### src/led_pkg.sv
package led_pkg;

    localparam int MAX_LEN_DEF = 64;
    localparam int DIST_W      = 7;
    localparam int DIST_SAT    = 127;
    localparam int CHAR_W      = 8;
    localparam int FUNC_W      = 2;
    localparam int S_TDATA_W   = 16;
    localparam int M_TDATA_W   = 8;
    localparam int QUEUE_DEPTH = 4;

    localparam logic [FUNC_W-1:0] FUNC_APPEND_REF   = 2'd0;
    localparam logic [FUNC_W-1:0] FUNC_APPEND_TYPED = 2'd1;
    localparam logic [FUNC_W-1:0] FUNC_COMPUTE      = 2'd2;

    typedef enum logic [1:0] {
        CMD_REF,
        CMD_TYPED,
        CMD_COMPUTE
    } cmd_kind_t;

    typedef struct packed {
        cmd_kind_t         kind;
        logic [CHAR_W-1:0] data;
    } cmd_t;

    typedef struct packed {
        logic valid;
        cmd_t cmd;
    } cmd_link_t;

    typedef enum logic [2:0] {
        ST_IDLE,
        ST_INIT,
        ST_ROW,
        ST_CELL,
        ST_EMIT
    } back_state_t;

endpackage

### src/levenshtein_edit_distance.sv
// Levenshtein edit distance between a reference byte string and a typed
// byte string; insertion, deletion and substitution each cost one.
//
// Input channel (s_axis_*): each transfer carries a selector and a byte.
// Selector 0 appends the byte to the reference, 1 appends it to the typed
// string, 2 asks for the distance, 3 is taken and dropped. Bytes beyond
// MAX_LEN per string are dropped and mark the overflow flag.
// Result channel (m_axis_*): one transfer per distance request, holding
// the distance (saturated at 127) and the overflow flag; both strings and
// the flag then start over empty.
//
// Timing: a 4-entry command queue sits between the input side and the
// sequencer. Appends retire at one per cycle while the sequencer is idle;
// during a distance request they wait in the queue. A request is paced
// by the row sweep, which computes one table cell per cycle through the
// single read and write port of the row memory, skipped if a string is empty.
// Reset clears the lengths, the flag, the queue and the result's valid bit.
// While the receiver stalls, the result holds in its register; the queue
// keeps taking items until it fills, then s_axis_tready drops.
module levenshtein_edit_distance #(
    parameter int MAX_LEN = led_pkg::MAX_LEN_DEF
) (
    input  logic                           aclk,
    input  logic                           aresetn,
    input  logic                           s_axis_tvalid,
    output logic                           s_axis_tready,
    // [1:0] func, [9:2] char_byte, [15:10] zero
    input  logic [led_pkg::S_TDATA_W-1:0]  s_axis_tdata,
    output logic                           m_axis_tvalid,
    input  logic                           m_axis_tready,
    // [6:0] distance, [7] overflow
    output logic [led_pkg::M_TDATA_W-1:0]  m_axis_tdata
);

    led_pkg::cmd_link_t cmd_link;
    logic               cmd_ready;

    // accept and classify transfers into the command queue
    led_front u_front (
        .aclk          (aclk),
        .aresetn       (aresetn),
        .s_axis_tvalid (s_axis_tvalid),
        .s_axis_tready (s_axis_tready),
        .s_axis_tdata  (s_axis_tdata),
        .cmd_out       (cmd_link),
        .cmd_ready     (cmd_ready)
    );

    // store bytes, run the row sweep, hold the result
    led_back #(.MAX_LEN(MAX_LEN)) u_back (
        .aclk          (aclk),
        .aresetn       (aresetn),
        .cmd_in        (cmd_link),
        .cmd_ready     (cmd_ready),
        .m_axis_tvalid (m_axis_tvalid),
        .m_axis_tready (m_axis_tready),
        .m_axis_tdata  (m_axis_tdata)
    );

endmodule

### src/led_ram.sv
module led_ram #(
    parameter int WIDTH = 8,
    parameter int DEPTH = 64
) (
    input  logic                                     aclk,
    input  logic                                     wr_en,
    input  logic [((DEPTH > 1) ? $clog2(DEPTH) : 1)-1:0] wr_addr,
    input  logic [WIDTH-1:0]                         wr_data,
    input  logic                                     rd_en,
    input  logic [((DEPTH > 1) ? $clog2(DEPTH) : 1)-1:0] rd_addr,
    output logic [WIDTH-1:0]                         rd_data
);

    logic [WIDTH-1:0] mem [DEPTH];

    always_ff @(posedge aclk) begin
        if (wr_en) begin
            mem[wr_addr] <= wr_data;
        end
        if (rd_en) begin
            rd_data <= mem[rd_addr];
        end
    end

endmodule

### src/led_front.sv
module led_front (
    input  logic                           aclk,
    input  logic                           aresetn,
    input  logic                           s_axis_tvalid,
    output logic                           s_axis_tready,
    input  logic [led_pkg::S_TDATA_W-1:0]  s_axis_tdata,
    output led_pkg::cmd_link_t             cmd_out,
    input  logic                           cmd_ready
);

    localparam int PTR_W = $clog2(led_pkg::QUEUE_DEPTH);
    localparam int CNT_W = $clog2(led_pkg::QUEUE_DEPTH + 1);

    led_pkg::cmd_t           queue_reg [led_pkg::QUEUE_DEPTH];
    logic [PTR_W-1:0]        wr_ptr_reg, wr_ptr_next;
    logic [PTR_W-1:0]        rd_ptr_reg, rd_ptr_next;
    logic [CNT_W-1:0]        count_reg,  count_next;

    logic [led_pkg::FUNC_W-1:0] func;
    logic [led_pkg::CHAR_W-1:0] char_byte;
    logic                       accept;
    logic                       push;
    logic                       pop;
    led_pkg::cmd_t              cmd_new;

    assign func      = s_axis_tdata[led_pkg::FUNC_W-1:0];
    assign char_byte = s_axis_tdata[led_pkg::FUNC_W +: led_pkg::CHAR_W];

    assign s_axis_tready = (count_reg != CNT_W'(led_pkg::QUEUE_DEPTH));
    assign accept        = s_axis_tvalid && s_axis_tready;

    // classify; the unused selector is taken and dropped
    always_comb begin
        cmd_new.data = char_byte;
        push         = accept;
        unique case (func)
            led_pkg::FUNC_APPEND_REF:   cmd_new.kind = led_pkg::CMD_REF;
            led_pkg::FUNC_APPEND_TYPED: cmd_new.kind = led_pkg::CMD_TYPED;
            led_pkg::FUNC_COMPUTE:      cmd_new.kind = led_pkg::CMD_COMPUTE;
            default: begin
                cmd_new.kind = led_pkg::CMD_COMPUTE;
                push         = 1'b0;
            end
        endcase
    end

    assign cmd_out.valid = (count_reg != '0);
    assign cmd_out.cmd   = queue_reg[rd_ptr_reg];
    assign pop           = cmd_out.valid && cmd_ready;

    always_comb begin
        wr_ptr_next = push ? wr_ptr_reg + PTR_W'(1) : wr_ptr_reg;
        rd_ptr_next = pop  ? rd_ptr_reg + PTR_W'(1) : rd_ptr_reg;
        count_next  = count_reg + CNT_W'(push) - CNT_W'(pop);
    end

    always_ff @(posedge aclk) begin
        if (!aresetn) begin
            wr_ptr_reg <= '0;
            rd_ptr_reg <= '0;
            count_reg  <= '0;
        end else begin
            wr_ptr_reg <= wr_ptr_next;
            rd_ptr_reg <= rd_ptr_next;
            count_reg  <= count_next;
        end
    end

    always_ff @(posedge aclk) begin
        if (push) begin
            queue_reg[wr_ptr_reg] <= cmd_new;
        end
    end

endmodule

### src/led_back.sv
module led_back #(
    parameter int MAX_LEN = led_pkg::MAX_LEN_DEF
) (
    input  logic                           aclk,
    input  logic                           aresetn,
    input  led_pkg::cmd_link_t             cmd_in,
    output logic                           cmd_ready,
    output logic                           m_axis_tvalid,
    input  logic                           m_axis_tready,
    output logic [led_pkg::M_TDATA_W-1:0]  m_axis_tdata
);

    localparam int LEN_W  = $clog2(MAX_LEN + 1);
    localparam int CHAR_AW = (MAX_LEN > 1) ? $clog2(MAX_LEN) : 1;
    localparam int WIDE_W = LEN_W + led_pkg::DIST_W;

    led_pkg::back_state_t state_reg, state_next;
    logic [LEN_W-1:0] ref_len_reg,   ref_len_next;
    logic [LEN_W-1:0] typed_len_reg, typed_len_next;
    logic             ovf_reg,       ovf_next;
    logic [LEN_W-1:0] i_reg,    i_next;
    logic [LEN_W-1:0] j_reg,    j_next;
    logic [LEN_W-1:0] left_reg, left_next;
    logic [LEN_W-1:0] diag_reg, diag_next;
    logic [LEN_W-1:0] res_reg,  res_next;
    logic             m_valid_reg, m_valid_next;
    logic [led_pkg::M_TDATA_W-1:0] m_data_reg, m_data_next;

    // memory controls
    logic                       ref_wr_en,   typed_wr_en;
    logic [CHAR_AW-1:0]         ref_wr_addr, typed_wr_addr;
    logic                       ref_rd_en,   typed_rd_en;
    logic [CHAR_AW-1:0]         ref_rd_addr, typed_rd_addr;
    logic [led_pkg::CHAR_W-1:0] ref_rd_data, typed_rd_data;
    logic                       dp_wr_en,    dp_rd_en;
    logic [LEN_W-1:0]           dp_wr_addr,  dp_rd_addr;
    logic [LEN_W-1:0]           dp_wr_data,  dp_rd_data;

    logic [LEN_W-1:0]           min_ab;
    logic [LEN_W-1:0]           min_abc;
    logic [LEN_W-1:0]           cell_cost;
    logic [WIDE_W-1:0]          res_wide;
    logic [led_pkg::DIST_W-1:0] dist_sat;

    led_ram #(.WIDTH(led_pkg::CHAR_W), .DEPTH(MAX_LEN)) u_ref_ram (
        .aclk    (aclk),
        .wr_en   (ref_wr_en),
        .wr_addr (ref_wr_addr),
        .wr_data (cmd_in.cmd.data),
        .rd_en   (ref_rd_en),
        .rd_addr (ref_rd_addr),
        .rd_data (ref_rd_data)
    );

    led_ram #(.WIDTH(led_pkg::CHAR_W), .DEPTH(MAX_LEN)) u_typed_ram (
        .aclk    (aclk),
        .wr_en   (typed_wr_en),
        .wr_addr (typed_wr_addr),
        .wr_data (cmd_in.cmd.data),
        .rd_en   (typed_rd_en),
        .rd_addr (typed_rd_addr),
        .rd_data (typed_rd_data)
    );

    led_ram #(.WIDTH(LEN_W), .DEPTH(MAX_LEN + 1)) u_dp_ram (
        .aclk    (aclk),
        .wr_en   (dp_wr_en),
        .wr_addr (dp_wr_addr),
        .wr_data (dp_wr_data),
        .rd_en   (dp_rd_en),
        .rd_addr (dp_rd_addr),
        .rd_data (dp_rd_data)
    );

    // one cell: dp_rd_data is the cell above, left_reg the cell to the left
    always_comb begin
        min_ab    = (dp_rd_data < left_reg) ? dp_rd_data : left_reg;
        min_abc   = (min_ab < diag_reg) ? min_ab : diag_reg;
        cell_cost = (ref_rd_data == typed_rd_data) ? diag_reg : min_abc + LEN_W'(1);
    end

    assign res_wide = {{led_pkg::DIST_W{1'b0}}, res_reg};
    assign dist_sat = (res_wide > WIDE_W'(led_pkg::DIST_SAT)) ?
                      led_pkg::DIST_W'(led_pkg::DIST_SAT) : res_wide[led_pkg::DIST_W-1:0];

    assign cmd_ready     = (state_reg == led_pkg::ST_IDLE);
    assign m_axis_tvalid = m_valid_reg;
    assign m_axis_tdata  = m_data_reg;

    always_comb begin
        state_next     = state_reg;
        ref_len_next   = ref_len_reg;
        typed_len_next = typed_len_reg;
        ovf_next       = ovf_reg;
        i_next         = i_reg;
        j_next         = j_reg;
        left_next      = left_reg;
        diag_next      = diag_reg;
        res_next       = res_reg;
        m_valid_next   = m_valid_reg && !m_axis_tready;
        m_data_next    = m_data_reg;

        ref_wr_en     = 1'b0;
        typed_wr_en   = 1'b0;
        ref_wr_addr   = ref_len_reg[CHAR_AW-1:0];
        typed_wr_addr = typed_len_reg[CHAR_AW-1:0];
        ref_rd_en     = 1'b0;
        typed_rd_en   = 1'b0;
        ref_rd_addr   = ref_len_reg[CHAR_AW-1:0];
        typed_rd_addr = j_reg[CHAR_AW-1:0];
        dp_wr_en      = 1'b0;
        dp_wr_addr    = j_reg;
        dp_wr_data    = j_reg;
        dp_rd_en      = 1'b0;
        dp_rd_addr    = j_reg + LEN_W'(1);

        unique case (state_reg)
            led_pkg::ST_IDLE: begin
                if (cmd_in.valid) begin
                    unique case (cmd_in.cmd.kind)
                        led_pkg::CMD_REF: begin
                            if (ref_len_reg < LEN_W'(MAX_LEN)) begin
                                ref_wr_en    = 1'b1;
                                ref_len_next = ref_len_reg + LEN_W'(1);
                            end else begin
                                ovf_next = 1'b1;
                            end
                        end
                        led_pkg::CMD_TYPED: begin
                            if (typed_len_reg < LEN_W'(MAX_LEN)) begin
                                typed_wr_en    = 1'b1;
                                typed_len_next = typed_len_reg + LEN_W'(1);
                            end else begin
                                ovf_next = 1'b1;
                            end
                        end
                        default: begin
                            // an empty string makes the distance the other length
                            if (ref_len_reg == '0 || typed_len_reg == '0) begin
                                res_next   = ref_len_reg | typed_len_reg;
                                state_next = led_pkg::ST_EMIT;
                            end else begin
                                j_next     = LEN_W'(1);
                                state_next = led_pkg::ST_INIT;
                            end
                        end
                    endcase
                end
            end
            led_pkg::ST_INIT: begin
                // seed row zero: dp[j] = j
                dp_wr_en = 1'b1;
                if (j_reg == typed_len_reg) begin
                    i_next     = LEN_W'(1);
                    state_next = led_pkg::ST_ROW;
                end else begin
                    j_next = j_reg + LEN_W'(1);
                end
            end
            led_pkg::ST_ROW: begin
                ref_rd_en     = 1'b1;
                ref_rd_addr   = CHAR_AW'(i_reg - LEN_W'(1));
                typed_rd_en   = 1'b1;
                typed_rd_addr = '0;
                dp_rd_en      = 1'b1;
                dp_rd_addr    = LEN_W'(1);
                j_next        = LEN_W'(1);
                left_next     = i_reg;
                diag_next     = i_reg - LEN_W'(1);
                state_next    = led_pkg::ST_CELL;
            end
            led_pkg::ST_CELL: begin
                dp_wr_en   = 1'b1;
                dp_wr_data = cell_cost;
                left_next  = cell_cost;
                diag_next  = dp_rd_data;
                if (j_reg != typed_len_reg) begin
                    // fetch the next column while this one is written back
                    typed_rd_en = 1'b1;
                    dp_rd_en    = 1'b1;
                    j_next      = j_reg + LEN_W'(1);
                end else if (i_reg != ref_len_reg) begin
                    i_next     = i_reg + LEN_W'(1);
                    state_next = led_pkg::ST_ROW;
                end else begin
                    res_next   = cell_cost;
                    state_next = led_pkg::ST_EMIT;
                end
            end
            led_pkg::ST_EMIT: begin
                if (!m_valid_reg || m_axis_tready) begin
                    m_valid_next   = 1'b1;
                    m_data_next    = {ovf_reg, dist_sat};
                    ref_len_next   = '0;
                    typed_len_next = '0;
                    ovf_next       = 1'b0;
                    state_next     = led_pkg::ST_IDLE;
                end
            end
            default: begin
                state_next = led_pkg::ST_IDLE;
            end
        endcase
    end

    always_ff @(posedge aclk) begin
        if (!aresetn) begin
            state_reg     <= led_pkg::ST_IDLE;
            ref_len_reg   <= '0;
            typed_len_reg <= '0;
            ovf_reg       <= 1'b0;
            m_valid_reg   <= 1'b0;
        end else begin
            state_reg     <= state_next;
            ref_len_reg   <= ref_len_next;
            typed_len_reg <= typed_len_next;
            ovf_reg       <= ovf_next;
            m_valid_reg   <= m_valid_next;
        end
    end

    always_ff @(posedge aclk) begin
        i_reg      <= i_next;
        j_reg      <= j_next;
        left_reg   <= left_next;
        diag_reg   <= diag_next;
        res_reg    <= res_next;
        m_data_reg <= m_data_next;
    end

endmodule

### config.mk
export PLATFORM = sky130hd
export DESIGN_NAME = levenshtein_edit_distance
export DESIGN_NICKNAME = d
export VERILOG_FILES = /design/src/led_pkg.sv /design/src/levenshtein_edit_distance.sv /design/src/led_ram.sv /design/src/led_front.sv /design/src/led_back.sv
export SDC_FILE = /design/constraint.sdc
export NUM_CORES = 2
export LEC_CHECK = 0
export BUFFER_PORTS_ARGS = -buffer_cell sky130_fd_sc_hd__buf_2
export CORE_MARGIN = 2
export CORE_UTILIZATION = 55
export CTS_CLUSTER_SIZE = 10
export DETAILED_ROUTE_END_ITERATION = 8
export HOLD_SLACK_MARGIN = 0.06
export PLACE_DENSITY = 0.71
export SLEW_MARGIN = 20
export SYNTH_ARGS = -nofsm -noshare
export SYNTH_HDL_FRONTEND = slang
export SYNTH_SLANG_ARGS = --single-unit
### constraint.sdc
create_clock -name aclk -period 12.4 [get_ports aclk]
set_input_delay 0.62 -clock aclk [delete_from_list [all_inputs] [get_ports aclk]]
set_output_delay 0.62 -clock aclk [all_outputs]
set_load 0.01 [all_outputs]
; Word-level counts from Yosys, hierarchy flattened
; Memories as Yosys holds them, arrays and structs flattened. A register that Yosys moved wholly into a read port is not among the register bits.
; Index checks and enable logic that the tools add are counted.
[word_totals]
ram_bits = 1519
wordCells = 168
mem_count = 4
out_inout_bits = 10
reg_bits = 69
[classes]
order_cmp = 5
n_eq_ne = 30
n_addsub = 10
mux = 74
n_reduce_logical = 29
bitwise_logic = 1
[memory_table]
columns = memory, words, word_bits, read_ports, rd_ports_with_merged_regs, wr, line
row1 = u_back.u_ref_ram.mem, 64, 8, 1, 1, 1, led_ram.sv:14  ; logic [WIDTH-1:0] mem [DEPTH];
row2 = u_back.u_typed_ram.mem, 64, 8, 1, 1, 1, led_ram.sv:14
row3 = u_back.u_dp_ram.mem, 65, 7, 1, 1, 1, led_ram.sv:14
row4 = u_front.queue_reg, 4, 10, 1, 1, 1, led_front.sv:14  ; led_pkg::cmd_t queue_reg [led_pkg::QUEUE_DEPTH];
[ops]
columns = op, count
row1 = $mux W7, 25
row2 = $pmux W7 S2, 6
row3 = $add A7 B1 Y7 const B, 5
row4 = $pmux W7 S4, 1
row5 = $mux W1, 26
row6 = $mux W3, 7
row7 = $ne A2 B1 Y1 const B, 10
row8 = $reduce_and A6 Y1, 3
row9 = $pmux W3 S5, 1
row10 = $reduce_and A5 Y1, 3
row11 = $logic_not A7 Y1, 2
row12 = $lt A7 B7 Y1, 2
row13 = $lt A7 B7 Y1 const B, 2
row14 = $ne A7 B7 Y1, 2
row15 = $mux W6, 2
row16 = $ne A2 B2 Y1 const B, 5
row17 = $ne A3 B3 Y1 const B, 3
row18 = $eq A8 B8 Y1, 1
row19 = $reduce_bool A2 Y1, 4
row20 = $eq A7 B7 Y1, 1
row21 = $gt A7 B7 Y1 const B, 1
row22 = $or A7 B7 Y7, 1
row23 = $sub A7 B1 Y7 const B, 1
row24 = $eq A3 B2 Y1 const B, 2
row25 = 22 further kinds, 33

; Logic depth before layout (Yosys ltp)
[logic_depth]
ltp_word = 9
ltp_mapped = 25
ltp_nobuf = 23

; Modules after synthesis
; A second synthesis with hierarchy kept.
[unflattened]
hier_cells = 3301
area_unflattened_um2 = 64948.5
[modules_own_cells]
columns = module, seq_area_each_um2, area_each_um2, instances, cells_per_inst
row1 = led_ram (u_back.u_ref_ram ...), 15615.0, 20246.9, 2, 940
row2 = led_ram (u_back.u_dp_ram), 13873.3, 18044.8, 1, 818
row3 = led_back, 1671.6, 4455.5, 1, 500
row4 = led_front, 1381.3, 1954.4, 1, 103

; Worst setup path after synthesis
; No wires, ideal clock.
[synth_timing]
path_type = reg-to-reg
from = register u_back.u_dp_ram.rd_data[4] (read register of u_back.u_dp_ram.mem)
to = memory u_back.u_dp_ram.mem[0][6] (netlist bit), data pin
path_slack_ps = 3888
n_path_buf = 2
stages_incl_launch_ff = 21
synth_period_minus_slack_ps = 8512
arrival_ps = 7596
setup_ps = 916
cell_sequence = edfxtp_1 ha_1 a21oi_1 o21ai_0 a21oi_1 buf_2 mux2_2 ha_1 a21oi_1 o21a_1 and4b_1 o211a_1 clkbuf_1 o221ai_1 a21boi_0 ha_1 inv_1 nor3_1 nand3_1 a22oi_1 o41ai_1
[synth_between]
elab_chain_cells = 7
[synth_rtl]
columns = element, line
row1 = "start, declared", led_ram.sv:11  ; output logic [WIDTH-1:0] rd_data
row2 = $lt A7 B7 Y1, led_back.sv:77  ; min_ab = (dp_rd_data < left_reg) ? dp_rd_data : left_reg;
row3 = $mux W7 *, led_back.sv:77
row4 = $lt A7 B7 Y1, led_back.sv:78  ; min_abc = (min_ab < diag_reg) ? min_ab : diag_reg;
row5 = $mux W7 *, led_back.sv:78
row6 = $add A7 B1 Y7 *, led_back.sv:79  ; cell_cost = (ref_rd_data == typed_rd_data) ? diag_reg : min_abc + LEN_W'(1);
row7 = $mux W7 *, led_back.sv:79
row8 = $mux W7 *, led_back.sv:117  ; unique case (state_reg)
row9 = net u_back.dp_wr_data[6], led_back.sv:37  ; logic [LEN_W-1:0] dp_wr_data, dp_rd_data;
row10 = "end, declared", led_ram.sv:14
; The timed path passes the listed nets; every way through them passes the cells marked *.

; Worst setup path after layout
[layout_timing]
from = register u_back.u_dp_ram.rd_data[2] (read register of u_back.u_dp_ram.mem)
to = memory u_back.u_dp_ram.mem[16][6] (netlist bit), data pin
; Same word-level chain as after synthesis.

==> results.cfg <==
[setup_path]
path_max_fanout = 65
cp-end-kind = flop
crit_type = flop to flop
required_ns = 12.88
startpoint_type = flop
cp.arrival_ns = 6.97

[drt]
drt-met1-wl_mm = 62.2
drt-wirelength-per-cell_um = 27.1
route.met2.wl_mm = 69.7
routed.top_layer = met4
viasPerCell = 6.47
drtAntennaViolNets = 0
dr.pass1.iters = 5
wirelength_mm = 149
initialDrtViolationCount = 4377
vias = 35620
drc = 0
wl_met3_mm = 13.3

[timing]
slew_headroom_pct = 21.9
tightest_slew_ns = 1.17
hold_viol = 0
min_period_over_period_pct = 52.3
drv_slew = 0
whs_ns = 0.288
rsz0062_at_grt = no
period_needed_ns = 6.49
clock.fmax_mhz = 154
fin_skew_ns = 0.0466
setup_viol = 0
finalSetupTns_ns = 0

[floorplan]
die_x_um = 350
top_level_ports = 30
initial_core_util_pct = 55.6
die_area_sq_mm = 0.122
die_h_um = 350
num_rows = 126
core_sq_mm = 0.118

[logic_synthesis]
syn_area_per_cell_sq_um = 16.9
synthFlopType = edfxtp_1
yosysTopAreaCellShare_pct = 72.4
ys_types = 72
synth_warnings = 0
synth_cells = 3899
synthTopCellsByArea = edfxtp_1, mux4_2, mux2i_1
async_flop_share_pct = 0
yosysTopAreaCell = edfxtp_1
ys_ff_latch = 1613
synth_edf_count = 1585
syn-num-nets = 3946
syn-cell-area_sq_mm = 0.0657
ys_seq_area_share_pct = 73.3

[global_routing]
grt_antenna_before_repair = 3
grt_pass1_wl_mm = 224
grt_pass1_vias = 35013
grt_usage_pct = 24.6
grt_max_degree = 112
grt_overflow = 0

[cts]
tritoncts = built
cts.clk_slew.worst_paths_ns = 0.06
clkSinkCount = 1613
cts-root-buf = clkbuf_16
numCtsBuffers = 180
insertion_delay_ns = 0.80
htreeDepth = 4
clk_path_buf_depth = 3
cts_resized = 0

[placement]
hpwl_mm = 86.0
place_area_sq_mm = 0.0671
gp_congestion = 0.863
port_buffers = 23
placed_cells = 5258

[cells_and_area]
fin_nets = 3961
n_antenna_cell = 0
drive_above_1_share_pct = 13.9
layout-area-overhead-vs-synth_pct = 9.84
largestRegisters = u_back.u_ref_ram.mem (512), u_back.u_typed_ram.mem (512), u_back.u_dp_ram.mem (455)
instances_no_fill = 5507
design_area_sq_mm = 0.0722

[job]
max_cap_viol_count = 0

[hold_path]
hold_path_class = input port to flop

[pwr]
power.total_mw = 13.1
p_per_area_mw_per_mm2 = 182
ir_worst_vdd_uv = 184
leakage_nw = 23.5

[run_status]
status = finished clean
layer usage:
metal,vias to the layer above,track usage (%)
met5,-,0
met4,0,7.93
met2,1837,37.4
met1,18114,36.4
li1,15390,-
met3,279,4.83
what timing repair did:
action	in CTS	in global routing
hold endpoints to repair	36	0
hold buffers	9	0
setup buffers	0	0
cell families (layout without fill, tap and decap cells):
group,count (synthesis),in the layout,share of synthesized area [%]
adder cells (fa/ha/maj),27,27,0.525
buffers and inverters,310,382,2.29
AND/OR/NAND/NOR,853,853,5.74
XOR/XNOR,53,53,0.718
flip-flops,1613,1613,73.3
multiplexers,482,482,11.7
AO/OA/AOI/OAI,561,561,5.74
where the power goes:
part           leakage [nW]  internal (mW)  switching, mW
Sequential             14.4           6.58         0.0642
Clock                  2.42           2.71           1.98
Combinational          6.68          0.527           1.26
Total                  23.5           9.82           3.30
critical path: stages (launching register included):
cell	delay, ns
edfxtp_1	0.48
ha_1	0.36
a21oi_1	0.16
o21ai_1	0.11
a21oi_1	0.75
mux2i_1	0.40
inv_1	0.12
ha_1	0.32
nand2_1	0.06
o21a_1	0.19
and4b_1	0.20
o211a_1	0.26
o221ai_1	0.26
a21boi_0	0.22
ha_1	0.25
inv_1	0.09
nor3_1	0.33
nand3_1	0.18
a22oi_1	0.53
a32oi_1	0.20
o41ai_2	0.08
buf_4	0.60
path summary, 6_finish.rpt:
kind,start,endpoint,slack (ns),cells after the start
worst max-delay path,u_back.u_dp_ram.rd_data[2],u_back.u_dp_ram.mem[16][6],5.91,21
worst min-delay path,s_axis_tdata[0],u_front.queue_reg[3][8],0.29,2
worst max register to register,u_back.u_dp_ram.rd_data[2],u_back.u_dp_ram.mem[16][6],5.91,21
worst min register to register,u_back.res_reg[4],u_back.m_axis_tdata[4],0.42,0
per-stage QoR:
step / setup WS, ns / utilization, %
3_3_place_gp: 6.00 / 56.7
4_1_cts: 5.98 / 61.0
3_5_place_dp: 5.98 / 56.7
5_1_grt: 5.37 / 61.0
2_1_floorplan: 3.89 / -
6_report: 5.91 / 61.0
cell usage after synthesis (all sizes together), types with 5 or more instances:
cell type  count
a211oi        25
a21boi         6
a21o           7
a21oi        123
a221oi        32
a311oi        10
a31oi         32
a32oi          7
and2          21
and3          29
buf          147
clkbuf       106
dfxtp         28
edfxtp      1585
ha            26
inv           56
mux2          19
mux2i        237
mux4         226
nand2        274
nand2b        10
nand3         72
nand4         16
nor2         313
nor2b         21
nor3          41
nor4           5
o211ai        70
o21a          15
o21ai        106
o221ai        42
o22a           5
o22ai         23
o311ai        20
o31ai          6
or3           33
xnor2         32
xor2          21
area by class of cell:
cell class,count,area (sq um)
multi-input cells,1976,16200
flip-flops and latches,1613,48200
clock inverters,9,155
well taps,1536,1920
repair buffers,86,659
clock buffers,230,4840
inverters,57,215
fillers,8426,46100
placed cells by master, fill, tap and decap left out, types with 19 or more instances in the layout:
master / instances
or3_1: 32
nand2_1: 269
a221oi_1: 32
clkbuf_16: 187
mux2_2: 19
mux4_2: 218
and3_1: 29
inv_1: 55
o211ai_1: 70
a21oi_1: 118
mux2i_1: 236
clkbuf_1: 43
dfxtp_1: 28
nor3_1: 40
buf_2: 23
nand3_1: 72
a211oi_1: 25
buf_4: 50
ha_1: 25
edfxtp_1: 1585
nor2b_1: 21
o21ai_0: 101
a31oi_1: 32
o311ai_0: 20
xnor2_1: 30
o22ai_1: 23
nor2_1: 312
xor2_1: 19
o221ai_1: 42
Note: power is estimated with default switching activity, not from simulation.
